## src/rtl/core/csvft_pkg.sv

```systemverilog
// ----------------------------------------------------------------------------
// csvft_pkg: shared types and constants for the csv field tokenizer
// Result kinds, status codes, character codes and the result word layout.
// ----------------------------------------------------------------------------
`default_nettype none

package csvft_pkg;

  localparam int unsigned ColumnBitsDef = 16;
  localparam int unsigned RowBitsDef    = 24;

  // fixed result field widths
  localparam int unsigned ColOutBits = 16;
  localparam int unsigned RowOutBits = 24;

  // up to three results come out of one input word
  localparam int unsigned MaxResults = 3;

  localparam logic [7:0] CH_QUOTE   = 8'h22;
  localparam logic [7:0] CH_COMMA   = 8'h2C;
  localparam logic [7:0] CH_NEWLINE = 8'h0A;
  localparam logic [7:0] CH_NUL     = 8'h00;
  localparam logic [7:0] CH_TAB     = 8'h09;
  localparam logic [7:0] CH_CR      = 8'h0D;
  localparam logic [7:0] CH_SPACE   = 8'h20;

  typedef enum logic [2:0] {
    KIND_BYTE      = 3'd0,
    KIND_FIELD_END = 3'd1,
    KIND_ROW_END   = 3'd2,
    KIND_DROPPED   = 3'd3,
    KIND_DONE      = 3'd4
  } kind_e;

  localparam logic [1:0] ST_OK         = 2'd0;
  localparam logic [1:0] ST_NO_ROWS    = 2'd1;
  localparam logic [1:0] ST_WIDTH_DIFF = 2'd2;

  typedef struct packed {
    kind_e                 kind;
    logic [7:0]            data;
    logic [ColOutBits-1:0] col;
    logic [RowOutBits-1:0] row;
    logic [1:0]            status;
    logic                  last;
  } res_t;

endpackage

`default_nettype wire

```

## src/rtl/core/csv_field_tokenizer.sv

```systemverilog
// ----------------------------------------------------------------------------
// csv_field_tokenizer: streaming csv field splitter
// Splits a byte stream into field bytes, field ends and row ends, handles
// quoted sections with doubled-quote escapes and reports a stream status.
// ----------------------------------------------------------------------------
//
//  channel  dir  tdata                                    tuser      tlast
//  s_axis   in   byte_in[7:0]                             cmd        -
//  m_axis   out  byte_out, column, row, status, zero pad  kind[2:0]  last
//
//  flow: a word is parsed in the cycle it is accepted, its 0 to 3 results go
//  into a three-entry result buffer that drains one result per cycle while
//  m_axis_tready is high; a word that makes at most one result sustains one
//  word per cycle then, a word with more holds the input until one is left
//  reset: all parser flags and counters are cleared, the result buffer is emptied
//  stalls: the next word is taken in the same cycle the last buffered result
//  is taken, so a downstream stall backs up into s_axis_tready
//
`default_nettype none

module csv_field_tokenizer #(
  parameter int unsigned COLUMN_BITS = csvft_pkg::ColumnBitsDef,
  parameter int unsigned ROW_BITS    = csvft_pkg::RowBitsDef
) (
  input  wire logic        clk_i,
  input  wire logic        rst_ni,
  // input words
  input  wire logic        s_axis_tvalid,
  output      logic        s_axis_tready,
  input  wire logic [7:0]  s_axis_tdata,   // [7:0] byte_in
  input  wire logic        s_axis_tuser,   // [0] cmd (1 = end of stream)
  // result words
  output      logic        m_axis_tvalid,
  input  wire logic        m_axis_tready,
  output      logic [55:0] m_axis_tdata,   // [7:0] byte_out, [23:8] column_index,
                                           // [47:24] row_index, [49:48] status,
                                           // [55:50] zero
  output      logic [2:0]  m_axis_tuser,   // [2:0] kind
  output      logic        m_axis_tlast    // last result of its input word
);

  import csvft_pkg::*;

  // parser state
  logic                   inq_q, inq_d;       // inside a quoted section
  logic                   qp_q, qp_d;         // quote seen inside quotes, next byte decides
  logic                   fhb_q, fhb_d;       // field holds bytes
  logic                   fnb_q, fnb_d;       // field holds a non-blank byte
  logic [COLUMN_BITS-1:0] cols_q, cols_d;     // fields closed in the current row
  logic [COLUMN_BITS-1:0] frw_q, frw_d;       // width of the first row
  logic [ROW_BITS-1:0]    rows_q, rows_d;     // rows closed so far
  logic                   mm_q, mm_d;         // some row differs from the first

  // result buffer, entry 0 is the head
  res_t       buf_q [MaxResults];
  res_t       buf_d [MaxResults];
  logic [1:0] cnt_q, cnt_d;

  res_t       cand [MaxResults];
  logic [MaxResults-1:0] cand_v;
  res_t       slot [MaxResults];
  logic [1:0] n_res;

  logic       s_acc, m_acc, is_end, esc, inq_eff, blank;
  logic [7:0] b;
  logic [COLUMN_BITS-1:0] cols_inc, cols_end;
  logic [ROW_BITS-1:0]    rows_inc, rows_end;
  logic                   mm_end;
  logic [1:0]             st_end;

  // clip a column count onto the 16-bit result field
  function automatic logic [ColOutBits-1:0] clip_col(logic [COLUMN_BITS-1:0] v);
    logic [COLUMN_BITS+ColOutBits-1:0] ext;
    ext = (COLUMN_BITS+ColOutBits)'(v);
    if (ext > (COLUMN_BITS+ColOutBits)'({ColOutBits{1'b1}})) begin
      return {ColOutBits{1'b1}};
    end
    return ext[ColOutBits-1:0];
  endfunction

  // clip a row count onto the 24-bit result field
  function automatic logic [RowOutBits-1:0] clip_row(logic [ROW_BITS-1:0] v);
    logic [ROW_BITS+RowOutBits-1:0] ext;
    ext = (ROW_BITS+RowOutBits)'(v);
    if (ext > (ROW_BITS+RowOutBits)'({RowOutBits{1'b1}})) begin
      return {RowOutBits{1'b1}};
    end
    return ext[RowOutBits-1:0];
  endfunction

  function automatic res_t mk_res(kind_e k, logic [7:0] d, logic [COLUMN_BITS-1:0] c,
                                  logic [ROW_BITS-1:0] r, logic [1:0] st);
    res_t x;
    x.kind   = k;
    x.data   = d;
    x.col    = clip_col(c);
    x.row    = clip_row(r);
    x.status = st;
    x.last   = 1'b0;
    return x;
  endfunction

  // handshakes: a new word may land while the final buffered result leaves
  assign m_axis_tvalid = (cnt_q != 2'd0);
  assign s_axis_tready = (cnt_q == 2'd0) || ((cnt_q == 2'd1) && m_axis_tready);
  assign s_acc         = s_axis_tvalid && s_axis_tready;
  assign m_acc         = m_axis_tvalid && m_axis_tready;

  assign b        = s_axis_tdata;
  assign is_end   = s_axis_tuser || (b == CH_NUL);
  assign blank    = (b == CH_SPACE) || ((b >= CH_TAB) && (b <= CH_CR));
  // saturating counter steps
  assign cols_inc = (cols_q == {COLUMN_BITS{1'b1}}) ? cols_q : cols_q + 1'b1;
  assign rows_inc = (rows_q == {ROW_BITS{1'b1}}) ? rows_q : rows_q + 1'b1;

  // parse one word: candidate results and next state
  always_comb begin
    for (int i = 0; i < MaxResults; i++) begin
      cand[i] = mk_res(KIND_BYTE, 8'h00, '0, '0, ST_OK);
    end
    cand_v   = '0;
    inq_d    = inq_q;
    qp_d     = qp_q;
    fhb_d    = fhb_q;
    fnb_d    = fnb_q;
    cols_d   = cols_q;
    frw_d    = frw_q;
    rows_d   = rows_q;
    mm_d     = mm_q;
    esc      = 1'b0;
    inq_eff  = inq_q;
    cols_end = cols_q;
    rows_end = rows_q;
    mm_end   = mm_q;
    st_end   = ST_OK;
    if (!is_end) begin
      // a pending quote followed by a quote is an escaped quote,
      // followed by anything else it closes the section first
      esc     = qp_q && (b == CH_QUOTE);
      inq_eff = inq_q && !(qp_q && (b != CH_QUOTE));
      qp_d    = 1'b0;
      inq_d   = inq_eff;
      if (esc) begin
        cand[0]   = mk_res(KIND_BYTE, CH_QUOTE, cols_q, rows_q, ST_OK);
        cand_v[0] = 1'b1;
        fhb_d     = 1'b1;
        fnb_d     = 1'b1;
      end else if (b == CH_QUOTE) begin
        if (inq_eff) begin
          qp_d = 1'b1;
        end else begin
          inq_d = 1'b1;
        end
      end else if ((b == CH_COMMA) && !inq_eff) begin
        cand[0]   = mk_res(KIND_FIELD_END, 8'h00, cols_q, rows_q, ST_OK);
        cand_v[0] = 1'b1;
        cols_d    = cols_inc;
        fhb_d     = 1'b0;
        fnb_d     = 1'b0;
      end else if ((b == CH_NEWLINE) && !inq_eff) begin
        cand[0]   = mk_res(KIND_FIELD_END, 8'h00, cols_q, rows_q, ST_OK);
        cand[1]   = mk_res(KIND_ROW_END, 8'h00, cols_inc, rows_q, ST_OK);
        cand_v[1:0] = 2'b11;
        fhb_d     = 1'b0;
        fnb_d     = 1'b0;
        // the first row sets the reference width
        if (rows_q == '0) begin
          frw_d = cols_inc;
        end else if (cols_inc != frw_q) begin
          mm_d = 1'b1;
        end
        rows_d = rows_inc;
        cols_d = '0;
      end else begin
        cand[0]   = mk_res(KIND_BYTE, b, cols_q, rows_q, ST_OK);
        cand_v[0] = 1'b1;
        fhb_d     = 1'b1;
        if (!blank) begin
          fnb_d = 1'b1;
        end
      end
    end else begin
      // end of stream: close or drop the open field, close the row, report
      if (fnb_q) begin
        cand[0]   = mk_res(KIND_FIELD_END, 8'h00, cols_q, rows_q, ST_OK);
        cand_v[0] = 1'b1;
        cols_end  = cols_inc;
      end else if (fhb_q || (cols_q != '0)) begin
        cand[0]   = mk_res(KIND_DROPPED, 8'h00, cols_q, rows_q, ST_OK);
        cand_v[0] = 1'b1;
      end
      if (cols_end != '0) begin
        cand[1]   = mk_res(KIND_ROW_END, 8'h00, cols_end, rows_q, ST_OK);
        cand_v[1] = 1'b1;
        rows_end  = rows_inc;
        if ((rows_q != '0) && (cols_end != frw_q)) begin
          mm_end = 1'b1;
        end
      end
      if (rows_end == '0) begin
        st_end = ST_NO_ROWS;
      end else if (mm_end) begin
        st_end = ST_WIDTH_DIFF;
      end
      cand[2]   = mk_res(KIND_DONE, 8'h00, '0, rows_end, st_end);
      cand_v[2] = 1'b1;
      // back to the reset state for the next stream
      inq_d  = 1'b0;
      qp_d   = 1'b0;
      fhb_d  = 1'b0;
      fnb_d  = 1'b0;
      cols_d = '0;
      frw_d  = '0;
      rows_d = '0;
      mm_d   = 1'b0;
    end
  end

  // pack valid candidates to the front and flag the final one
  always_comb begin
    for (int i = 0; i < MaxResults; i++) begin
      slot[i] = cand[i];
    end
    n_res = 2'd0;
    for (int i = 0; i < MaxResults; i++) begin
      if (cand_v[i]) begin
        slot[n_res] = cand[i];
        n_res       = n_res + 2'd1;
      end
    end
    if (n_res != 2'd0) begin
      slot[n_res - 2'd1].last = 1'b1;
    end
  end

  // result buffer load and shift
  always_comb begin
    for (int i = 0; i < MaxResults; i++) begin
      buf_d[i] = buf_q[i];
    end
    cnt_d = cnt_q;
    if (s_acc) begin
      for (int i = 0; i < MaxResults; i++) begin
        buf_d[i] = slot[i];
      end
      cnt_d = n_res;
    end else if (m_acc) begin
      for (int i = 0; i < MaxResults - 1; i++) begin
        buf_d[i] = buf_q[i+1];
      end
      cnt_d = cnt_q - 2'd1;
    end
  end

  always_ff @(posedge clk_i or negedge rst_ni) begin
    if (!rst_ni) begin
      inq_q  <= 1'b0;
      qp_q   <= 1'b0;
      fhb_q  <= 1'b0;
      fnb_q  <= 1'b0;
      cols_q <= '0;
      frw_q  <= '0;
      rows_q <= '0;
      mm_q   <= 1'b0;
      cnt_q  <= 2'd0;
    end else begin
      cnt_q <= cnt_d;
      if (s_acc) begin
        inq_q  <= inq_d;
        qp_q   <= qp_d;
        fhb_q  <= fhb_d;
        fnb_q  <= fnb_d;
        cols_q <= cols_d;
        frw_q  <= frw_d;
        rows_q <= rows_d;
        mm_q   <= mm_d;
      end
    end
  end

  // result payload, no reset needed
  always_ff @(posedge clk_i) begin
    for (int i = 0; i < MaxResults; i++) begin
      buf_q[i] <= buf_d[i];
    end
  end

  assign m_axis_tuser = buf_q[0].kind;
  assign m_axis_tlast = buf_q[0].last;
  assign m_axis_tdata = {6'b0, buf_q[0].status, buf_q[0].row, buf_q[0].col, buf_q[0].data};

`ifndef SYNTHESIS
  // buffer takes no new word while it holds three results
  a_cnt_range: assert property (@(posedge clk_i) disable iff (!rst_ni)
    cnt_q != 2'd3 || !s_axis_tready)
    else $error("result buffer accepting while full");

  // a pending quote only exists inside a quoted section
  a_qp_in_quotes: assert property (@(posedge clk_i) disable iff (!rst_ni)
    !qp_q || inq_q)
    else $error("quote pending outside quoted section");

  // stream done is always the final result of its word
  a_done_last: assert property (@(posedge clk_i) disable iff (!rst_ni)
    (m_axis_tvalid && (m_axis_tuser == KIND_DONE)) |-> m_axis_tlast)
    else $error("stream done not marked last");

  // an end of stream word returns the parser to its reset state
  a_end_clears: assert property (@(posedge clk_i) disable iff (!rst_ni)
    (s_acc && is_end) |=> (rows_q == '0 && cols_q == '0 && !inq_q && !mm_q))
    else $error("parser state not cleared at stream end");

  // an end of stream word leaves the buffer non-empty
  a_load_valid: assert property (@(posedge clk_i) disable iff (!rst_ni)
    (s_acc && is_end) |=> m_axis_tvalid)
    else $error("stream end produced no result");
`endif

endmodule

`default_nettype wire

```

## config.mk

```make
export PLATFORM = sky130hd
export DESIGN_NAME = csv_field_tokenizer
export DESIGN_NICKNAME = d
export VERILOG_FILES = /design/src/rtl/core/csvft_pkg.sv /design/src/rtl/core/csv_field_tokenizer.sv
export SDC_FILE = /design/constraint.sdc
export NUM_CORES = 1
export LEC_CHECK = 0
export ABC_CLOCK_PERIOD_IN_PS = 3200
export BUFFER_PORTS_ARGS = -buffer_cell sky130_fd_sc_hd__buf_2
export CAP_MARGIN = 20
export CORE_MARGIN = 2
export CORE_UTILIZATION = 30
export DETAILED_ROUTE_END_ITERATION = 7
export MAX_ROUTING_LAYER = met4
export PLACE_DENSITY_LB_ADDON = 0.05
export SYNTH_ARGS = -nofsm -noshare
export SYNTH_HDL_FRONTEND = slang
export SYNTH_SLANG_ARGS = --single-unit
```

## constraint.sdc

```tcl
create_clock -name clk_i -period 3.2 [get_ports clk_i]
set_input_delay 0.16 -clock clk_i [delete_from_list [all_inputs] [get_ports clk_i]]
set_output_delay 0.16 -clock clk_i [all_outputs]
set_load 0.02 [all_outputs]
```

* After elaboration in Yosys (flattened, before gate mapping)
Memories as Yosys holds them, arrays and structs flattened.
Index checks and enable logic that the tools add are counted.
** Cells by class
- Add/subtract/negate cells :: 6
- Magnitude comparators :: 8
- Eq/ne operators :: 16
- Muxes and demuxes :: 93
- Bitwise operators :: 3
- Reductions and logical operators :: 39
** Operator list (number)
- bitwise mux 162 bit :: 3
- 2-to-1 mux 162 bit :: 3
- demux 54 bit (select 2 bit) :: 3
- 2-to-1 mux 108 bit :: 3
- 2-to-1 mux 54 bit :: 5
- 2-to-1 mux 53 bit :: 5
- 2-to-1 mux 16 bit :: 14
- 2-to-1 mux 24 bit :: 8
- 2-to-1 mux 52 bit :: 3
- 2-to-1 mux 106 bit :: 1
- logical NOT 24 bit :: 2
- 2-to-1 mux 1 bit :: 37
- inequality test 16 bit :: 2
- nonzero test 16 bit :: 2
- adder 24 x 1 -> 24 bit (second input constant) :: 1
- equality test 24 bit (second input constant) :: 1
- equality test 8 x 6 -> 1 bit (second input constant) :: 3
- nonzero test 24 bit :: 1
- adder 16 x 1 -> 16 bit (second input constant) :: 1
- equality test 16 bit (second input constant) :: 1
- 2-to-1 mux 2 bit :: 8
- logical AND 1 bit :: 13
- nonzero test 2 bit :: 6
- greater-or-equal comparator 3 bit (second input constant) :: 3
- 23 further kinds :: 36
** Storage, ports and cells
- Register bits after elaboration :: 63
- RAM bits :: 162
- Input bits :: 13
- Output and inout port bits :: 62
- Logic and storage cells :: 175
- Memories kept :: 1
** Memory list
- buf_q :: words 3, width 54, rd ports 3, clocked after Yosys merged registers in 0, wr ports 3, line csv_field_tokenizer.sv:55 : res_t buf_q [MaxResults];

* Logic depth before layout (Yosys ltp)
- Depth after elaboration :: 25
- Gate-level depth with buffers :: 18
- Gate-level depth less buffers :: 15

* Least setup slack after synthesis
Ideal clock, no wire load.
- Kind :: register -> register
- Start :: register cols_q[0]
- End :: memory buf_q[0][21] (netlist name), data pin
- Setup time :: 0.261 ns
- Arrival :: 3.278 ns
- Data required time :: 2.939 ns
- Setup slack :: -0.339 ns
- Stages on the path, launching flop included :: 18
- Buffers on the path :: 2
- Period minus slack after synthesis :: 3.539 ns
- Path through :: dfrtp_1 -> ha_1 -> buf_2 -> and4_1 -> nand4_1 -> nand3_1 -> nand2_1 -> a2111oi_4 -> and2_4 -> a21boi_2 -> inv_2 -> ha_1 -> nand2_1 -> nand2_1 -> nor2b_1 -> buf_2 -> a21o_1 -> a221o_1
** RTL lines
- from (decl) :: line csv_field_tokenizer.sv:49 : logic [COLUMN_BITS-1:0] cols_q, cols_d;
- from (signal assigned) :: line csv_field_tokenizer.sv:273 : cols_q <= cols_d;
- to (decl) :: line csv_field_tokenizer.sv:55

==> results.toml <==
[power]
vdd_drop_max_uv = 429
sw_frac_of_total_pct = 35.5
power.net_switching_w = 0.00322
pwr-share-seq_pct = 38.5
p_leak_nw = 6.35
combinationalPowerShare_pct = 37.0
power_w = 0.00906
power_frac_clock_pct = 24.5
powerDensity_nw_per_um2 = 571
power_report.internal_total_w = 0.00584

[sta]
holdWs_ns = 0.0801
layout_setup_ws_ns = -0.272
fin_skew_ns = 0.0106
finalMaxSlewViolations = 0
rsz0062_at_grt = "yes"
hold_viol_final = 0
period_share_pct = 109
fmax_ghz = 0.288
worst_pin_slew_ns = 0.891
relSlewSlack_pct = 40.4
finalSetupViolations = 95
finalCriticalPeriod_ns = 3.47

[global_route]
grt_pass1_wl_microns = 65600
busiest_layer = "met1"
grt_max_degree = 91
track_usage_pct = 22.1
antenna_found_initial = 0
grt_use_met1_pct = 34.2
grt_pass1_vias = 10100
met2_usage_pct = 30.9
grt_overflow = 0
grt.met3_usage_pct = 2.59

[drt]
vias = 10300
via_per_inst = 5.13
drc = 0
first_pass_iters = 5
drtAntennaViolNets = 0
wirelength_microns = 42700
drtIter0Drc = 784
wire_per_inst_microns = 21.3

[clock_tree]
clk_latency_ns = 0.46
clockBufferDepth = 2
htree_levels = 4
cts_buffers = 17
numClockSinks = 190
clk_pin_slew_worst_paths_ns = 0.08
cts_tree = "done"
cts_root_buf = "clkbuf_16"

[finish]
layout_common_cells = "279 x buf_4, 154 x nor2_1, 127 x edfxtp_1, 93 x nand2_1, 69 x buf_2"
area_growth_pct = 37.1
fin_area_sq_um = 15900
final_cells = 2001
antenna-diode-count = 0
final_common_cell = "buf_4"
fin_nets = 1499
drive_gt1_share_pct = 38.5

[die]
die_w_microns = 200
rows = 71
core-area_sq_um = 37800
io_pins = 75
die_area_sq_um = 40100
start_util_pct = 30.6
fp.dieH_microns = 200

[run_status]
violations = "negative setup slack"
status = "finished, violations left"

[setup_path]
cp.arrival_ns = 3.66
crit_chain = "ha_4, buf_6, nand2_1, nor4_2, mux2i_2, o2111ai_2, a2111oi_4, and2_4, buf_8, nor2_2, mux2i_1, buf_4, nor4_4, buf_12, nor3_1"
slowest_stage = "dfrtp_1"
worstSetupPathType = "flop to flop"
startpoint_type = "flop"
crit_path_max_incr_delay_ns = 0.40
cp_max_fo = 26
required_ns = 3.39
timing.rr.start = "cols_q[1]"
cp-end-kind = "flop"
critPathLaunch = "cols_q[1]"

[logic_synthesis]
syn-cell-area_sq_um = 11600
avgSynthCellArea_sq_um = 9.52
synth_seq_area_share_pct = 46.6
syn_inst = 1215
yosysWarnings = 0
synth_edf_count = 127
ys.flop_type = "edfxtp_1"
async_flop_share_pct = 33.2
ys_types = 81
ys_ff_latch = 190

[place]
pre_cts_slack_ns = -0.902
dp_hpwl_microns = 30900
place_inst = 1924
place.gp.congestion = 0.917
portBuffers = 68
place_area_sq_um = 14100

[min_path]
min_path_type = "input port to flop"
min_from = "s_axis_tdata[4]"

[run]
max_cap_viol_count = 0
final cells by class:
type / instances / area, sq um
clock inverter: 12 / 139
multi-input combinational: 860 / 6140
sequential: 190 / 5400
clock buffer: 20 / 437
timing repair buffer: 389 / 3030
tap: 511 / 639
inverter: 19 / 76.3
fill: 3840 / 22000
through the flow:
step                      util (%)  TNS [ns]
after floorplan                  -     -2.52
after global placement        37.2    -54.44
after detailed placement      37.2    -57.45
after CTS                     41.2    -11.85
after global routing          41.9    -31.32
final                         41.9    -14.85
cell usage after synthesis (4+ instances only):
master    count  area share (%)
nor2_1      162             5.3
edfxtp_1    127              33
nand2_1     104             3.4
o21ai_0      79             3.4
buf_4        63             4.1
clkbuf_1     63             2.0
dfrtp_1      63              14
xnor2_1      63             4.8
o31ai_1      41             2.7
a21oi_1      40             1.7
nand3_1      40             1.7
nor3_1       35             1.5
xor2_1       24             1.8
buf_2        21            0.91
a22oi_1      20             1.3
a22o_1       19             1.4
nand4_1      19             1.0
nor4_1       19             1.0
inv_1        17            0.55
mux2i_1      17             1.5
a221o_1      16             1.4
and2_1       15            0.81
a31oi_1      10            0.54
and3_1        9            0.49
ha_1          9            0.97
or4_1         7            0.45
a211oi_1      6            0.39
a311oi_1      6            0.45
o22a_1        6            0.45
or3_1         6            0.32
and4_1        5            0.38
buf_1         5            0.16
a21o_1        4            0.26
final timing paths:
kind | cells past startpoint | to | slack (ns)
max | 15 | buf_q[0][110] | -0.27
min | 3 | buf_q[0][47] | 0.08
max reg2reg | 15 | buf_q[0][110] | -0.27
min reg2reg | 2 | frw_q[0] | 0.50
max in group asynchronous | 3 | rows_q[9] | 2.61
min in group asynchronous | 3 | cols_q[9] | 0.26
layer usage:
layer / wire, microns / up-vias
met5: 0 / -
met4: 402 / 0
met3: 1610 / 22
met1: 22700 / 5121
met2: 18000 / 216
li1: - / 4908
registers in the layout, summed over array words and instances (netlist names):
register	cells
mm_q	1
rows_q	24
fhb_q	1
cnt_q	2
qp_q	1
buf_q	127
fnb_q	1
cols_q	16
frw_q	16
inq_q	1
power groups by stage:
stage | registers, W | logic [W] | clock network, W
after floorplan | 0.00349 | 0.00197 | 0
after global placement | 0.00353 | 0.00291 | 0
after detailed placement | 0.00354 | 0.00290 | 0
after CTS | 0.00350 | 0.00324 | 0.00229
after global routing | 0.00355 | 0.00361 | 0.00235
final | 0.00349 | 0.00335 | 0.00222
cell families after synthesis:
group / Yosys count / share of synthesized area [%]
other: 1 / 0.0324
flip-flops: 190 / 46.6
multiplexers: 20 / 1.76
AND/OR/NAND/NOR: 453 / 19.1
buffers and inverters: 172 / 7.92
AO/OA/AOI/OAI: 283 / 17.0
adder cells (fa/ha/maj): 9 / 0.974
XOR/XNOR: 87 / 6.59
worst max-delay path: cells and delay by family (launching register included):
kind            cells  cell delay, ns
buf+inv             4            0.63
flops               1            0.40
fa+ha+maj           1            0.18
compound gates      2            0.46
simple gates        6            1.04
mux                 2            0.45
repair_timing:
| action | CTS | global route |
|---|---|---|
| gates resized for setup | 154 | 43 |
| pin swaps | 41 | 19 |
| gates cloned | 2 | 0 |
| setup endpoints to repair | 120 | 119 |
| hold buffers | 2 | 0 |
| setup buffers | 33 | 11 |
| hold endpoints to repair | 64 | 0 |
Power figures use the tool's default switching activity.
